[src/hdl/lzod_pkg.sv]
// Shared types, constants and the sine table generator of the lidar zone detector.
// No dependencies.
`default_nettype none

package lzod_pkg;

    localparam int unsigned FRONT_LIMIT_MM = 1000;
    localparam int unsigned SIDE_LIMIT_MM  = 500;
    localparam logic [31:0] QUARTER_TURN   = 32'h4000_0000;
    localparam logic [31:0] HALF_TURN      = 32'h8000_0000;

    typedef enum logic [2:0] {
        CFG_SCAN_START = 3'd0,
        CFG_ANGLE_STEP = 3'd1,
        CFG_MOUNT_YAW  = 3'd2,
        CFG_CLOSE      = 3'd3,
        CFG_MID        = 3'd4,
        CFG_FAR        = 3'd5,
        CFG_SIDE       = 3'd6,
        CFG_REAR       = 3'd7
    } t_cfg_idx;

    typedef struct packed {
        logic [15:0] sample_range;
        logic        sample_valid;
        logic        scan_last;
    } t_in_item;

    typedef struct packed {
        logic close_clear;
        logic mid_clear;
        logic far_clear;
    } t_out_item;

    // angle stage: beam angle of the sample
    typedef struct packed {
        logic        vld;
        logic        last;
        logic        usable;
        logic [15:0] range;
        logic [31:0] theta;
    } t_s1;

    // table stage: signed Q15 sine and cosine
    typedef struct packed {
        logic               vld;
        logic               last;
        logic               usable;
        logic [15:0]        range;
        logic signed [16:0] sin_q15;
        logic signed [16:0] cos_q15;
    } t_s2;

    // product stage
    typedef struct packed {
        logic               vld;
        logic               last;
        logic               usable;
        logic signed [33:0] px;
        logic signed [33:0] py;
    } t_s3;

    // coordinate stage, mm
    typedef struct packed {
        logic               vld;
        logic               last;
        logic               usable;
        logic signed [17:0] x;
        logic [16:0]        ax;
        logic [16:0]        ay;
    } t_s4;

    // Quarter-wave sine point r in Q15; evaluated at elaboration only.
    // The peak of the wave is exactly 1.0 (32768), so the result is 17 bits.
    function automatic logic [16:0] quarter_sine(input int unsigned r, input int unsigned tb);
        longint z;
        longint z2;
        longint inner;
        longint mid;
        longint s;
        z     = longint'(r) << (17 - tb);
        z2    = (z * z) >>> 15;
        inner = 64'sd21024 - ((64'sd2320 * z2) >>> 15);
        mid   = 64'sd51472 - ((z2 * inner) >>> 15);
        s     = (z * mid) >>> 15;
        return 17'(s);
    endfunction

endpackage

`default_nettype wire

[src/hdl/lzod_angle.sv]
// Angle stage: running angle offset and the registered beam angle per sample.
// Depends on lzod_pkg.
`default_nettype none

module lzod_angle (
    input  wire logic             i_clk,
    input  wire logic             i_rst_n,
    input  wire logic             i_in_valid,
    input  wire lzod_pkg::t_in_item i_in_item,
    input  wire logic [31:0]      i_scan_start,
    input  wire logic [31:0]      i_angle_step,
    input  wire logic [31:0]      i_mount_yaw,
    input  wire logic             i_load2,
    output logic                  o_in_ready,
    output lzod_pkg::t_s1         o_s1
);
    import lzod_pkg::*;

    logic [31:0] r_offset;
    logic [31:0] n_offset;
    t_s1         r_s1;
    t_s1         n_s1;
    logic        w_en1;
    logic        w_fire;

    assign w_en1      = !r_s1.vld || i_load2;
    assign w_fire     = i_in_valid && w_en1;
    assign o_in_ready = w_en1;
    assign o_s1       = r_s1;

    always_comb begin
        n_offset = r_offset;
        n_s1     = r_s1;
        if (w_fire) begin
            n_offset = i_in_item.scan_last ? 32'd0 : r_offset + i_angle_step;
        end
        if (w_en1) begin
            n_s1.vld    = w_fire;
            n_s1.last   = i_in_item.scan_last;
            n_s1.usable = i_in_item.sample_valid && (i_in_item.sample_range != 16'd0);
            n_s1.range  = i_in_item.sample_range;
            n_s1.theta  = i_scan_start + r_offset + i_mount_yaw;
        end
    end

    always_ff @(posedge i_clk) begin
        if (!i_rst_n) begin
            r_offset <= '0;
            r_s1     <= '0;
        end else begin
            r_offset <= n_offset;
            r_s1     <= n_s1;
        end
    end

endmodule

`default_nettype wire

[config.mk]
export PLATFORM = sky130hd
export DESIGN_NAME = lzod_angle
export DESIGN_NICKNAME = d
export VERILOG_FILES = /design/src/hdl/lzod_pkg.sv /design/src/hdl/lzod_angle.sv
export SDC_FILE = /design/constraint.sdc
export NUM_CORES = 1
export LEC_CHECK = 0
export ABC_AREA = 1
export BUFFER_PORTS_ARGS = -buffer_cell sky130_fd_sc_hd__buf_4
export CAP_MARGIN = 20
export CORE_ASPECT_RATIO = 1.25
export CORE_UTILIZATION = 30
export DETAILED_ROUTE_END_ITERATION = 6
export SYNTH_ARGS = -nofsm -noshare
export SYNTH_HDL_FRONTEND = slang
export SYNTH_SLANG_ARGS = --single-unit
[constraint.sdc]
create_clock -name i_clk -period 3.31 [get_ports i_clk]
set_input_delay 0.4965 -clock i_clk [delete_from_list [all_inputs] [get_ports i_clk]]
set_output_delay 0.4965 -clock i_clk [all_outputs]
set_load 0.005 [all_outputs]
Word-level counts from Yosys, hierarchy flattened
Index checks and enable logic that the tools add are counted.
{"block": "classes", "addsub": 3, "n_mux": 1, "n_reduce_logical": 5}
{"operator": "$add 32x32->32", "count": 3}
{"operator": "$mux 32", "count": 1}
{"operator": "$reduce_bool 16->1", "count": 1}
{"operator": "$logic_and 1x1->1", "count": 2}
{"operator": "$logic_not 1->1", "count": 1}
{"operator": "$logic_or 1x1->1", "count": 1}
{"block": "word_totals", "regBits": 83, "in_bits": 118, "output_inout_bits": 52}

Longest topological paths before layout
{"block": "depth", "word_depth": 3, "depth_mapped": 17}

Worst setup path before layout
No wires, ideal clock.
{"block": "synth_path", "path_kind": "input port to flip-flop", "start": "in i_scan_start[1]", "end": "reg r_s1, in the netlist o_s1[21]", "setup_ps": 109, "arrival_time_ps": 2415, "required_ps": 3201, "setup_slack_ps": 786, "stages": 15, "n_path_buf": 0, "cell_sequence": "fa_1 > ha_1 > fa_1 > nand3_1 > nand2_1 > nand2_1 > nand2_1 > nand2_1 > nand2_1 > nand3_1 > nand2_1 > nand2_1 > nand3_1 > nand2_1 > inv_1"}
{"block": "synth_via", "elab_chain_cells": 2}
{"item": "start: declaration", "line_no": "lzod_angle.sv:10", "source": "input wire logic [31:0] i_scan_start,"}
{"item": "$add 32x32->32 (2 in a row)", "line_no": "lzod_angle.sv:42", "source": "n_s1.theta = i_scan_start + r_offset + i_mount_yaw;"}
{"item": "end signal: assignment", "line_no": "lzod_angle.sv:52", "source": "r_s1 <= n_s1;"}
{"item": "end: declaration", "line_no": "lzod_angle.sv:21", "source": "t_s1 r_s1;"}
Every way passes these cells.
A chain may end at the register's enable or synchronous reset.

Worst setup path in the final report
{"block": "layout_path", "start": "reg r_offset[1]", "end": "reg r_s1, in the netlist o_s1[31]"}
{"block": "layout_via", "elab_chain_cells": 2}
{"item": "start: declaration", "line_no": "lzod_angle.sv:19", "source": "logic [31:0] r_offset;"}
{"item": "start signal: assignment", "line_no": "lzod_angle.sv:51", "source": "r_offset <= n_offset;"}
{"item": "$add 32x32->32 (2 in a row)", "line_no": "lzod_angle.sv:42"}
Every way passes these cells.

==> results.md <==
- Status: completed
- Min cycle time layout: 2.707 ns
- Least-Margin Pin Slew: 0.5125 ns
- Rows: 66
- Routed Antenna Nets: 0
- DRC viols: 0
- 1st-iter DRT viols: 484
- CP max FO: 4
- WS Path Type: flip-flop to flip-flop
- Lkg Pwr: 5.666 nW
- Via-to-Cell Ratio: 4.633
- Critical path launch point type: flip-flop
- Post-CTS Hold Buffers: 0
- Core box area: 26180 µm²
- Global Route Usage Sum: 19.86%
- Setup_tns: 0 ns
- Synth top area share: 20.68%
- Share of cells above drive strength 1: 15.96%
- Area after DPL: 9682 µm²
- Worst-Skew Late Latency: 0.36 ns
- CP dominant cell by count: nand2_1
- Die Area: 27440 µm²
- Postcts setup bufs: 0
- Maximum vdd drop: 0.0002396 V
- Syn nets: 1525
- F_max: 369.5 MHz
- Design Area, Final: 10010 µm²
- First-pass GRT wire length: 41.39 mm
- Arrival time at the worst endpoint: 2.96 ns
- CTS tree: done
- Critical Path Max Stage Delay: 0.47 ns
- CTS root buffer: clkbuf_16
- Drt wl/cell: 14.70 µm
- Netlist cell types: 34
- Slowest-stage cell, CP: fa_1
- Post-synth top area cell: dfxtp_1
- Slew Viols, Final: 0
- Clock Path Buffers: 2
- #FFs+latches synth: 83
- RSZ-0062 raised after global routing: false
- I/O pins: 170
- Post-CTS sizing: 0
- Largest cells by area after synthesis: dfxtp_1 21%, nand2_1 20%, inv_1 11%
- Vias in the first global route: 8170
- # setup viols final: 0
- Worst-path clk slew: 0.07 ns
- Avg Synthesized Cell Area: 6.119 µm²
- PwrDens: 392.3 nW/µm²
- # Max-Cap Violations: 0
- Final Net Count: 1686
- Largest net degree at the start of global routing: 50
- Hpwl dp: 22.04 mm
- Cells after Synth: 1313
- Crit end category: flip-flop
- DRT Pass-1 Iters: 4
- Routability cong.: 0.9257
- Clock sink count: 83
- Req. time, crit path: 3.57 ns
- Sequential cell area fraction in the yosys report: 20.68%
- Critical path cell sequence: fa_1 -> ha_1 -> fa_1 -> nand3_1 -> nand2_1 -> nand2_1 -> nand2_1 -> nand3_1 -> nand2_1 -> nand2_1 -> nand2_1 -> nand2_1 -> nand3_1 -> nand2_1 -> inv_1
- IO Port Bufs: 169
- Vias: 8450
- Die width: 148.4 µm
- CP bufs+invs: 1
- Clock Skew: 0.01214 ns
- Tcrit/Tclk final: 81.77%
- Final Hold Viols: 0
- Initial antenna violation count: 5
- Number of synthesis warnings: 0
- Total gr overflow: 0
- Num CTS Buffers: 9
- H-tree levels: 3
- Chip height: 185.0 µm
- Final Routed Wirelength: 26.81 mm
- Area Overhead vs Synth: 24.64%
- Starting Density: 30.69%
- Worst Hold Class: input pin to flip-flop
- Slew Limit Headroom: 65.84%
- Top delay family on crit path: adder cells
- Post-Syn Area: 8034 µm²
final cells by class:
class	instances	area [µm²]
multi-input combinational	959	5349
fill	2862	16160
timing repair buffer	174	1319
tap	340	425.4
inverter	247	927.1
clock inverter	6	80.08
antenna	5	12.51
clock buffer	10	239.0
sequential	83	1662
synthesized netlist by cell type:
cell	n
nand2_1	420
inv_1	239
a21oi_1	95
nor2_1	93
dfxtp_1	83
nand3_1	79
o21ai_0	69
ha_1	61
fa_1	33
clkbuf_1	19
o21bai_1	19
xor2_1	16
nand2_2	15
nor2_2	13
inv_2	7
nand4_1	7
nor3_1	7
buf_2	5
nor3_2	4
nor4_1	4
and2_1	3
nand3b_1	3
o21ai_1	3
xnor2_1	3
a21oi_2	2
nand3_2	2
o21a_1	2
a21o_1	1
a22oi_1	1
a31oi_1	1
clkinv_1	1
nor4_2	1
or2_1	1
or2_2	1
sequential cells by signal (all words and copies together), names as in the netlist:
signal,count
r_offset,32
o_s1,51
logic make-up after synthesis:
group                      synth area share [%]
adders and majority gates                 17.72
DFF                                       20.68
buffers and inverters                     12.74
xor gates and xnor gates                  2.071
AOI/OAI and AO/OA                         12.85
and+or+nand+nor                           33.94
where the power goes:
part           total [mW]  switching, mW  internal, mW
combinational        1.62          0.964         0.654
sequential           1.20         0.0786          1.12
clock                1.11          0.493         0.621
layer usage:
| metal | share of wire, % | global-route usage (%) | vias up |
|---|---|---|---|
| met5 | 0 | 0 | - |
| met4 | 3.3 | 9.732 | 0 |
| met3 | 2.6 | 2.315 | 47 |
| met2 | 52 | 36.79 | 148 |
| met1 | 42 | 22.33 | 3835 |
| li1 | - | - | 4420 |
worst reg2reg max path: stages (launching register included):
cell     delay, ns
dfxtp_1       0.43
fa_1          0.45
ha_1          0.24
fa_1          0.47
nand3_1       0.10
nand2_1       0.12
nand2_1       0.09
nand2_1       0.09
nand3_1       0.08
nand2_1       0.14
nand2_1       0.12
nand2_1       0.05
nand2_1       0.06
nand3_1       0.06
nand2_1       0.06
inv_1         0.03
metrics by stage:
stage	std cells	worst slack, ns	power (mW)	hold WS (ns)	utilization [%]
6_report	1824	0.6033	3.928	0.4000	38.25
4_1_cts	1819	0.5875	3.969	0.3858	38.20
3_3_place_gp	1803	0.4246	2.820	0.4546	36.99
2_1_floorplan	1313	0.7859	2.205	0.4612	-
3_5_place_dp	1803	0.3911	2.834	0.4624	36.99
5_1_grt	1824	0.3924	4.222	0.3988	38.25
worst paths after layout:
check	cells past startpoint	from	slack, ns	end
worst max-delay path	15	r_offset[1]	0.60	o_s1[31]
worst min-delay path	3	i_in_item[13]	0.40	o_s1[43]
worst max register to register	15	r_offset[1]	0.60	o_s1[31]
worst min register to register	2	o_s1[49]	0.48	o_s1[49]
layout by cell type, fill, tap and decap left out, types with 2 or more instances in the layout:
cell,synthesis,layout
nand2_1,420,420
inv_1,239,238
buf_4,0,173
a21oi_1,95,95
nor2_1,93,93
dfxtp_1,83,83
nand3_1,79,79
o21ai_0,69,69
ha_1,61,61
fa_1,33,33
o21bai_1,19,19
xor2_1,16,16
nand2_2,15,15
nor2_2,13,13
clkbuf_16,0,9
inv_2,7,8
nor3_1,7,7
nand4_1,7,7
diode_2,0,5
nor3_2,4,4
nor4_1,4,4
nand3b_1,3,3
and2_1,3,3
o21ai_1,3,3
xnor2_1,3,3
inv_6,0,3
nand3_2,2,2
o21a_1,2,2
a21oi_2,2,2
Power figures use the tool's default switching activity.
