[config.mk]
export PLATFORM = sky130hd
export DESIGN_NAME = lzod_zone
export DESIGN_NICKNAME = d
export VERILOG_FILES = /design/src/hdl/lzod_pkg.sv /design/src/hdl/lzod_zone.sv
export SDC_FILE = /design/constraint.sdc
export NUM_CORES = 1
export LEC_CHECK = 0
export ABC_AREA = 0
export BUFFER_PORTS_ARGS = -buffer_cell sky130_fd_sc_hd__buf_2
export CAP_MARGIN = 20
export CORE_MARGIN = 5
export CORE_UTILIZATION = 40
export CTS_CLUSTER_SIZE = 14
export DETAILED_ROUTE_END_ITERATION = 12
export PLACE_DENSITY = 0.86
export SYNTH_ARGS = -nofsm -noshare
export SYNTH_HDL_FRONTEND = slang
export SYNTH_SLANG_ARGS = --single-unit
[constraint.sdc]
create_clock -name i_clk -period 2.2 [get_ports i_clk]
set_input_delay 0.55 -clock i_clk [delete_from_list [all_inputs] [get_ports i_clk]]
set_output_delay 0.55 -clock i_clk [all_outputs]
set_load 0.01 [all_outputs]
[src/hdl/lzod_pkg.sv]
// Shared types, constants and the sine table generator of the lidar zone detector.
// No dependencies.
`default_nettype none

package lzod_pkg;

    localparam int unsigned FRONT_LIMIT_MM = 1000;
    localparam int unsigned SIDE_LIMIT_MM  = 500;
    localparam logic [31:0] QUARTER_TURN   = 32'h4000_0000;
    localparam logic [31:0] HALF_TURN      = 32'h8000_0000;

    typedef enum logic [2:0] {
        CFG_SCAN_START = 3'd0,
        CFG_ANGLE_STEP = 3'd1,
        CFG_MOUNT_YAW  = 3'd2,
        CFG_CLOSE      = 3'd3,
        CFG_MID        = 3'd4,
        CFG_FAR        = 3'd5,
        CFG_SIDE       = 3'd6,
        CFG_REAR       = 3'd7
    } t_cfg_idx;

    typedef struct packed {
        logic [15:0] sample_range;
        logic        sample_valid;
        logic        scan_last;
    } t_in_item;

    typedef struct packed {
        logic close_clear;
        logic mid_clear;
        logic far_clear;
    } t_out_item;

    // angle stage: beam angle of the sample
    typedef struct packed {
        logic        vld;
        logic        last;
        logic        usable;
        logic [15:0] range;
        logic [31:0] theta;
    } t_s1;

    // table stage: signed Q15 sine and cosine
    typedef struct packed {
        logic               vld;
        logic               last;
        logic               usable;
        logic [15:0]        range;
        logic signed [16:0] sin_q15;
        logic signed [16:0] cos_q15;
    } t_s2;

    // product stage
    typedef struct packed {
        logic               vld;
        logic               last;
        logic               usable;
        logic signed [33:0] px;
        logic signed [33:0] py;
    } t_s3;

    // coordinate stage, mm
    typedef struct packed {
        logic               vld;
        logic               last;
        logic               usable;
        logic signed [17:0] x;
        logic [16:0]        ax;
        logic [16:0]        ay;
    } t_s4;

    // Quarter-wave sine point r in Q15; evaluated at elaboration only.
    // The peak of the wave is exactly 1.0 (32768), so the result is 17 bits.
    function automatic logic [16:0] quarter_sine(input int unsigned r, input int unsigned tb);
        longint z;
        longint z2;
        longint inner;
        longint mid;
        longint s;
        z     = longint'(r) << (17 - tb);
        z2    = (z * z) >>> 15;
        inner = 64'sd21024 - ((64'sd2320 * z2) >>> 15);
        mid   = 64'sd51472 - ((z2 * inner) >>> 15);
        s     = (z * mid) >>> 15;
        return 17'(s);
    endfunction

endpackage

`default_nettype wire

[src/hdl/lzod_zone.sv]
// Zone stage: box tests, hit accumulation over a scan and the result register.
// Depends on lzod_pkg.
`default_nettype none

module lzod_zone (
    input  wire logic               i_clk,
    input  wire logic               i_rst_n,
    input  wire lzod_pkg::t_s4      i_s4,
    input  wire logic [9:0]         i_close_reach,
    input  wire logic [9:0]         i_mid_reach,
    input  wire logic [9:0]         i_far_reach,
    input  wire logic [8:0]         i_side_half_width,
    input  wire logic signed [10:0] i_rear_limit,
    input  wire logic               i_out_ready,
    output logic                    o_drain,
    output logic                    o_out_valid,
    output lzod_pkg::t_out_item     o_out_item
);
    import lzod_pkg::*;

    logic               r_hit_c;
    logic               r_hit_m;
    logic               r_hit_f;
    logic               n_hit_c;
    logic               n_hit_m;
    logic               n_hit_f;
    logic               r_out_valid;
    logic               n_out_valid;
    t_out_item          r_out_item;
    t_out_item          n_out_item;
    logic signed [17:0] w_rear;
    logic               w_box;
    logic               w_side;
    logic               w_c;
    logic               w_m;
    logic               w_f;

    assign o_drain     = i_s4.vld && (!i_s4.last || !r_out_valid || i_out_ready);
    assign o_out_valid = r_out_valid;
    assign o_out_item  = r_out_item;

    assign w_rear = 18'(i_rear_limit);
    assign w_box  = i_s4.usable && (i_s4.x > w_rear) && (i_s4.x < 18'sd1000)
                    && (i_s4.ay < 17'(SIDE_LIMIT_MM));
    assign w_side = i_s4.ay < {8'd0, i_side_half_width};
    // nested zones: a closer hit also marks every outer zone
    assign w_c = w_box && w_side && (i_s4.ax <= {7'd0, i_close_reach});
    assign w_m = w_c || (w_box && w_side && (i_s4.ax <= {7'd0, i_mid_reach}));
    assign w_f = w_m || (w_box && w_side && (i_s4.ax <= {7'd0, i_far_reach}));

    always_comb begin
        n_hit_c     = r_hit_c;
        n_hit_m     = r_hit_m;
        n_hit_f     = r_hit_f;
        n_out_valid = r_out_valid;
        n_out_item  = r_out_item;
        if (i_out_ready) begin
            n_out_valid = 1'b0;
        end
        if (o_drain) begin
            if (i_s4.last) begin
                n_out_valid            = 1'b1;
                n_out_item.close_clear = !(r_hit_c || w_c);
                n_out_item.mid_clear   = !(r_hit_m || w_m);
                n_out_item.far_clear   = !(r_hit_f || w_f);
                n_hit_c                = 1'b0;
                n_hit_m                = 1'b0;
                n_hit_f                = 1'b0;
            end else begin
                n_hit_c = r_hit_c || w_c;
                n_hit_m = r_hit_m || w_m;
                n_hit_f = r_hit_f || w_f;
            end
        end
    end

    always_ff @(posedge i_clk) begin
        if (!i_rst_n) begin
            r_hit_c     <= 1'b0;
            r_hit_m     <= 1'b0;
            r_hit_f     <= 1'b0;
            r_out_valid <= 1'b0;
        end else begin
            r_hit_c     <= n_hit_c;
            r_hit_m     <= n_hit_m;
            r_hit_f     <= n_hit_f;
            r_out_valid <= n_out_valid;
        end
        r_out_item <= n_out_item;
    end

endmodule

`default_nettype wire

; ---- Word-level counts from Yosys, hierarchy flattened
; Cells that the tools add are included.
[word_totals]
reg_bits = 7
input_bits = 108
wordCells = 41
[classes]
n_reduce_logical = 21
n_lt_le_gt_ge = 7
n_mux = 6
[ops]
columns = cell, n
row1 = $le 17x10->1, 3
row2 = $gt 18x11->1, 1
row3 = $lt 18x11->1 const B, 1
row4 = $lt 17x9->1, 1
row5 = $lt 17x9->1 const B, 1
row6 = $logic_and 1x1->1, 8
row7 = $logic_or 1x1->1, 7
row8 = $mux 1, 6
row9 = $logic_not 1->1, 5
row10 = $reduce_and 2->1, 1

; ---- Longest topological paths before layout
; Gate-level depths: netlist of the first run.
[logic_depth]
word_depth = 10
depth_mapped = 8
depth_no_buf = 8

; ---- Worst setup path after synthesis of the first run
; No wires, ideal clock.
[synth_timing]
kind = input to register
start = input port i_rear_limit[10]
end = register r_out_item (netlist bit o_out_item[2]) (data pin)
arrival_ns = 2.021
required_ns = 1.932
slack_ns = -0.089
cell_stages = 8
cell_sequence = inv_1 > ha_1 > nand2_1 > o21a_1 > o211a_1 > and3_1 > nor4_2 > a21oi_1
[synth_between]
elab_chain_len = 8
[synth_lines]
columns = item, line
row1 = from (decl), lzod_zone.sv:13  ; input wire logic signed [10:0] i_rear_limit,
row2 = $gt 18x11->1, lzod_zone.sv:43  ; assign w_box = i_s4.usable && (i_s4.x > w_rear) && (i_s4.x < 18'sd1000)
row3 = $logic_and 1x1->1 (2 in a row), lzod_zone.sv:43
row4 = $logic_and 1x1->1, lzod_zone.sv:44  ; && (i_s4.ay < 17'(SIDE_LIMIT_MM));
row5 = $logic_and 1x1->1 (2 in a row), lzod_zone.sv:47  ; assign w_c = w_box && w_side && (i_s4.ax <= {7'd0, i_close_reach});
row6 = $logic_or 1x1->1, lzod_zone.sv:63  ; n_out_item.close_clear = !(r_hit_c || w_c);
row7 = $logic_not 1->1, lzod_zone.sv:63
row8 = to (signal assigned), lzod_zone.sv:89  ; r_out_item <= n_out_item;
row9 = to (decl), lzod_zone.sv:29  ; t_out_item r_out_item;
; No other way between the ends.
; A chain may end at the register's enable or synchronous reset.

; ---- Final worst setup path of the first run
[layout_timing]
start = input port i_rear_limit[10]
end = register r_out_item (netlist bit o_out_item[1]) (data pin)
[layout_between]
elab_chain_len = 9
[layout_lines]
columns = item, line
row1 = $gt 18x11->1 *, lzod_zone.sv:43
row2 = $logic_and 1x1->1 * (2 in a row), lzod_zone.sv:43
row3 = $logic_and 1x1->1 *, lzod_zone.sv:44
row4 = $logic_and 1x1->1 *, "lzod_zone.sv:47, lzod_zone.sv:48"
row5 = $logic_and 1x1->1 (on tied branches), "lzod_zone.sv:47, lzod_zone.sv:48"
row6 = $logic_or 1x1->1 *, lzod_zone.sv:48  ; assign w_m = w_c || (w_box && w_side && (i_s4.ax <= {7'd0, i_mid_reach}));
row7 = $logic_or 1x1->1 *, lzod_zone.sv:64  ; n_out_item.mid_clear = !(r_hit_m || w_m);
row8 = $logic_not 1->1 *, lzod_zone.sv:64
; Mark *: on every way between the ends. The rest lies on a longest branch, timed or not.

==> impl_results.md, run 1 <==
- Run status: finished, violations left
- Failing checks: negative setup slack
- Worst-path maximum fanout: 8
- Worst Reg-to-Reg Cells: 5
- First-pass GRT wire length: 9350 µm
- Die Y: between 70 and 80 µm
- Total core area: 4350 µm²
- Vias: 2190
- Worst VDD drop: 0.000200 V
- Worst slew pin tran: 0.343 ns
- PortBufs: 112
- Fin crit share: 105%
- ANT nets after route: 0
- Clk sinks: 7
- Syn_area_per_cell: between 7 and 8 µm²
- Mapped cell area: 1790 µm²
- Clock-pin slew on the worst setup and hold paths: 0.04 ns
- Vias/cell: 5.10
- GP Congestion: 0.925
- # hold bufs at CTS: 0
- Rel. slew slack: 77.0%
- CP Cell Sequence: buf_6 -> clkinvlp_4 -> buf_12 -> ha_4 -> a21oi_2 -> o21a_1 -> o211a_1 -> and3_4 -> nor4_4 -> a21oi_1
- H-tree Lvls: 1
- Initial antenna violation count: 0
- Proportion of layout cells with a drive suffix above 1: a little over two fifths
- Slowest stage delay, CP: roughly 0.38 ns
- Final slew viol count: 0
- Drt drc: 0
- Peak Freq: roughly 430 MHz
- Final net count: about 540
- Root Buffer: clkbuf_8
- Yosys Warn Count: 0
- Initial core utilization: 41.2%
- Hold Crit Depth: 1
- Detailed-router iteration count before antenna repair: 4
- Pwr Density: 275 nW/µm²
- P&R area growth vs syn: 56.9%
- ANT cells: 0
- 1st-iter DRT viols: 48
- Standard-cell rows: 24
- CP required: about 2.2 ns
- Setup Crit Path Kind: in2reg
- Clock skew: approximately 0.0017 ns
- Final WS setup: -0.113 ns
- Gr ovfl total: 0
- MaxCap Viol Count: 0
- Die footprint: 5930 µm²
- Synth Register Bits: 7
- Setup Total Neg Slack: -0.340 ns
- DP HPWL: 5020 µm
- Clk Latency, worst-skew pair: 0.22 ns
- Critical path's slowest cell: nor4_4
- WL final: 5700 µm
- Synthesized netlist cell count: 235
- Total GRT Usage: a little under a fifth
- Unrepaired setup endpoints after global routing: true
- Hold Path Class: reg2reg
- DP Worst Slack: -0.208 ns
- I/O pins: 113
- Crit. End Element: flop
- Lkg Pwr: approximately 1.6 nW
- Fin crit period: approximately 2.3 ns
- Startpoint class of the critical path: input pin
- CTS tree: done
- TritonCTS buffer count: 3
- Finish-stage setup viols: 4
- Vias in the first global route: about 2400
- Buffer levels on the longest clock path: 2
- Layout Utilization: 64.7%
- Seq/Total Area, Yosys: 9.48%
- Post-Syn Nets: 399
- Arrival @ worst endpoint: 2.27 ns
- Fin. Hold Viols: 0
- Distinct cell type count after synthesis: 42
- Largest net degree at the start of global routing: 9
- Routed WL per cell: between 10 and 15 µm
- Die X: a little under 80 µm
[what timing repair did]
action                                  CTS  global route
gates resized for setup                   0            18
setup buffers                             0             3
endpoints found under the setup margin    0             6
[metrics by stage]
stage | std cells | power, mW | hold slack [ns] | cell area, µm²
final | 429 | 0.774 | 0.502 | 2820
after global placement | 422 | 0.545 | 0.453 | 2600
after global routing | 429 | 0.855 | 0.542 | 2820
after detailed placement | 422 | 0.562 | 0.493 | 2600
after floorplan | 235 | 0.351 | 0.443 | 1800
after CTS | 426 | 0.746 | 0.503 | 2650
[worst max-delay path: cells and delay by family]
kind,cells,cell delay (ns)
adders and majority gates,1,0.27
and+or+nand+nor,2,0.57
buffers and inverters,3,0.30
AOI/OAI and AO/OA,4,0.57
[Yosys cell counts, drive strengths merged]
| cell | n | area (µm²) |
|---|---|---|
| a211o | 2 | 17.5 |
| a211oi | 4 | 30.0 |
| a21o | 5 | 37.5 |
| a21oi | 18 | 90.1 |
| a221oi | 1 | 15.0 |
| a22oi | 1 | 7.51 |
| a31o | 3 | 26.3 |
| a32o | 1 | 10.0 |
| and2 | 2 | 12.5 |
| and3 | 3 | 18.8 |
| and4b | 1 | 10.0 |
| dfxtp | 4 | 80.1 |
| edfxtp | 3 | 90.1 |
| ha | 56 | 701 |
| inv | 51 | 191 |
| nand2 | 11 | 41.3 |
| nand2b | 2 | 12.5 |
| nand3 | 5 | 25.0 |
| nand4 | 11 | 68.8 |
| nor2 | 10 | 37.5 |
| nor2b | 1 | 6.26 |
| nor3 | 10 | 50.1 |
| nor3b | 1 | 7.51 |
| nor4 | 4 | 31.3 |
| nor4b | 1 | 8.76 |
| o2111ai | 1 | 8.76 |
| o211a | 1 | 10.0 |
| o211ai | 2 | 20.0 |
| o21a | 3 | 22.5 |
| o21ai | 9 | 45.0 |
| o221ai | 1 | 8.76 |
| o22ai | 1 | 6.26 |
| o31a | 1 | 10.0 |
| o31ai | 1 | 7.51 |
| o32ai | 1 | 8.76 |
| or2 | 1 | 6.26 |
| or3 | 1 | 6.26 |
| or4 | 1 | 7.51 |
[cell usage in the layout (no fill, tap or decap), types with 8 or more instances in the layout]
cell | synthesis | routed
a21oi_1 | 18 | 14
buf_2 | 0 | 111
buf_4 | 0 | 25
ha_1 | 56 | 49
inv_1 | 51 | 50
nand2_1 | 11 | 11
nand4_1 | 11 | 11
nor2_1 | 10 | 9
nor3_1 | 10 | 9
o21ai_0 | 8 | 8
[state kept, by name (all words and copies together), names as in the netlist]
name and count:
o_out_item 3, o_out_valid 1, r_hit_c 1, r_hit_f 1
r_hit_m 1
[kinds of logic (layout without fill, tap and decap cells)]
logic type	after synthesis	after routing	share of synthesized area, %
AND/OR/NAND/NOR	65	65	19.5
adder cells (fa/ha/maj)	56	56	39.1
buffers and inverters	51	193	10.7
flip-flops	7	7	9.48
AO/OA/AOI/OAI	56	56	21.3
[final timing paths]
kind,from,endpoint,slack (ns)
min reg2reg,r_hit_m$_SDFFE_PN0P_,r_hit_m$_SDFFE_PN0P_,0.50
max,i_rear_limit[10],o_out_item[1]$_DFFE_PP_,-0.11
max reg2reg,o_out_valid$_SDFF_PN0_,r_hit_c$_SDFFE_PN0P_,0.99
min,r_hit_m$_SDFFE_PN0P_,r_hit_m$_SDFFE_PN0P_,0.50
[per-layer routing]
layer | global-route usage, % | vias up | part of all wire, %
met1 | 19.9 | 942 | 39
met5 | 0 | - | 0
li1 | - | 1140 | -
met4 | 3.44 | 0 | 1.6
met3 | 5.04 | 10 | 8.9
met2 | 35.1 | 98 | 50
[layout make-up]
| class | instances | area, µm² |
|---|---|---|
| inverter | 51 | 195 |
| timing repair buffer | 138 | 774 |
| sequential | 7 | 170 |
| multi-input combinational | 177 | 1570 |
| tap | 52 | 65.1 |
| fill | 384 | 1540 |
| clock buffer | 4 | 45.0 |
[power by group]
group / total (mW) / internal, mW / switching, mW
combinational: 0.456 / 0.244 / 0.212
clock: 0.179 / 0.125 / 0.0539
sequential: 0.139 / 0.138 / 0.000631
total: 0.774 / 0.507 / 0.267
No activity file was read; power rests on OpenSTA's default activity.
==> run 2, diff against run 1 <==
--- a/config.mk
+++ b/config.mk
@@ -10,3 +10,3 @@
 export CAP_MARGIN = 20
-export CORE_MARGIN = 5
+export CORE_MARGIN = 2
 export CORE_UTILIZATION = 40
--- a/constraint.sdc
+++ b/constraint.sdc
@@ -3,2 +3,2 @@
 set_output_delay 0.55 -clock i_clk [all_outputs]
-set_load 0.01 [all_outputs]
+set_load 0.005 [all_outputs]
==> impl_results.md, run 2 (synthesized netlist as in run 1, its figures left out) <==
- Die Y: 71.0 µm (-7.8%)
- FF-to-FF Start: o_out_valid$_SDFF_PN0_
- Initial core utilization: 41.5% (+0.29 points)
- Fin. Hold Viols: 0 (unchanged)
- Fin crit period: 2.28 ns (-0.0358 ns)
- GP Congestion: 0.907 (-2.0%)
- Filler instances: 343 (-11%)
- Final net count: 543 (+0.18%)
- Worst-path maximum fanout: 4 (-4)
- Die footprint: 5040 µm² (-15%)
- Worst Reg-to-Reg Cells: 5 (unchanged)
- MaxCap Viol Count: 0 (unchanged)
- FF+latch area: 170 µm² (unchanged)
- WL final: 5500 µm (-3.5%)
- Detailed-router iteration count before antenna repair: 4 (unchanged)
- Standard-cell rows: 24 (unchanged)
- Setup Total Neg Slack: -0.168 ns (+0.172 ns)
- Buffer levels on the longest clock path: 2 (unchanged)
- ANT nets after route: 0 (unchanged)
- Unrepaired setup endpoints after global routing: true
- Vias: 2239 (+2.2%)
- Rel. slew slack: 76.4% (-0.60 points)
- P&R area growth vs syn: 60.5%
- Placed cell area: 2620 µm² (+0.87%)
- Proportion of layout cells with a drive suffix above 1: 46.6% (+3.1 points)
- Multi-input logic area: 1630 µm² (+4.3%)
- PortBufs: 112 (unchanged)
- Worst slew pin tran: 0.352 ns (+0.00896 ns)
- Failing checks: negative setup slack
- Pwr Density: 277 nW/µm² (+0.62%)
- Setup Crit Path Kind: in2reg
- Largest net degree at the start of global routing: 9 (unchanged)
- Worst VDD drop: 0.000137 V (-31%)
- CTS tree: done
- Final slew viol count: 0 (unchanged)
- Root Buffer: clkbuf_8
- Most common cell after layout, fill and taps aside: buf_2
- Hold_sp: r_hit_m$_SDFFE_PN0P_
- Hold Path Class: reg2reg
- Gr ovfl total: 0 (unchanged)
- Vias in the first global route: 2219 (-6.5%)
- Worst setup path startpoint: i_s4[39]
- Final instance area: 2880 µm² (+2.3%)
- Crit. End Element: flop
- Fin crit share: 103% (-1.6 points)
- Clock-pin slew on the worst setup and hold paths: 0.04 ns (about the same)
- Reg2Reg Setup Slack: 0.96 ns (-0.03 ns)
- Arrival @ worst endpoint: 2.24 ns (-0.03 ns)
- Vias/cell: 5.21 (+2.0%)
- Total GRT Usage: 19.8% (+1.5 points)
- Lkg Pwr: 1.60 nW (+0.38%)
- Clock skew: 0.00144 ns (-0.000294 ns)
- Die X: 71.0 µm (-7.8%)
- DP Worst Slack: -0.251 ns (-0.0427 ns)
- Peak Freq: 439 MHz (+1.6%)
- CP required: 2.16 ns (about the same)
- Finish-stage setup viols: 3 (-1)
- Final WS setup: -0.0769 ns (+0.0358 ns)
- H-tree Lvls: 1 (unchanged)
- Total core area: 4320 µm² (-0.69%)
- Commonest cells after routing, fill and taps aside: 110 x buf_2, 46 x inv_1, 45 x ha_1
- Initial antenna violation count: 0 (unchanged)
- Clk Latency, worst-skew pair: 0.23 ns (about the same)
- Startpoint class of the critical path: input pin
- Run status: finished, violations left
- Final hold slack: 0.471 ns (-0.0308 ns)
- First-pass GRT wire length: 8340 µm (-11%)
- Clk sinks: 7 (unchanged)
- DP HPWL: 4570 µm (-8.8%)
- Hold Crit Depth: 1 (unchanged)
- TritonCTS buffer count: 3 (unchanged)
- 1st-iter DRT viols: 61 (+27%)
- I/O pins: 113 (unchanged)
- ANT cells: 0 (unchanged)
- WHS Endpoint: r_hit_m$_SDFFE_PN0P_
- Routed WL per cell: 12.8 µm (-3.7%)
- Largest register FFs: 3 (unchanged)
- Drt drc: 0 (unchanged)
- R2r endpoint: r_hit_c$_SDFFE_PN0P_
## run 2: changes by cell type in the layout (fill, tap and decap cells not counted), moves of 4 or more
cell	before	now
inv_2	0	4
inv_1	50	46
ha_1	49	45
buf_4	25	29
ha_4	7	11
## run 2: power breakdown
group	internal, mW	leakage [nW]	switching (mW)
Clock	0.125	0.0228	0.0571
Sequential	0.138	0.0573	0.000708
Combinational	0.252	1.52	0.224
Total	0.515	1.60	0.281
## run 2: routing by layer
metal  routed length [µm]  up-vias  global-route usage (%)
met4                   76        0                    3.98
met2                 2920      115                    41.5
met3                  425       16                    1.14
li1                     -     1139                       -
met1                 2080      969                    21.3
met5                    0        -                       0
## run 2: worst max path at each step
stage	endpoint	slack, ns	cells after the start
2_1_floorplan	o_out_item[0]$_DFFE_PP_	0.04	8
3_3_place_gp	o_out_item[0]$_DFFE_PP_	-0.18	8
3_5_place_dp	o_out_item[0]$_DFFE_PP_	-0.25	9
4_1_cts	o_out_item[0]$_DFFE_PP_	0.02	8
5_1_grt	o_out_item[1]$_DFFE_PP_	-0.11	8
6_report	o_out_item[1]$_DFFE_PP_	-0.08	8
## run 2: layout make-up
class | count | area share [%]
Tap cell | 52 | 2.26
Multi-Input combinational cell | 177 | 56.7
Timing Repair Buffer | 139 | 26.7
Clock buffer | 4 | 1.56
Sequential cell | 7 | 5.91
Inverter | 51 | 6.91
## run 2: what timing repair did
item	4_1_cts	5_1_grt
gates resized for setup	1	35
pin swaps	0	13
endpoints found under the hold margin	0	0
hold buffers	0	0
setup buffers	0	1
endpoints found under the setup margin	1	6
## run 2: critical path, cell delays in order
cell,delay [ns]
buf_2,0.11
ha_1,0.31
nand4_1,0.18
a211oi_2,0.30
o21ai_2,0.09
and3_4,0.19
nor4_4,0.39
a21oi_1,0.12
## run 2: stage by stage
step / util, % / std cells / power, mW
after detailed placement: 60.7 / 425 / 0.563
after global placement: 60.7 / 425 / 0.547
after CTS: 61.7 / 429 / 0.748
after floorplan: - / 235 / 0.350
final: 66.6 / 430 / 0.797
after global routing: 66.6 / 430 / 0.864
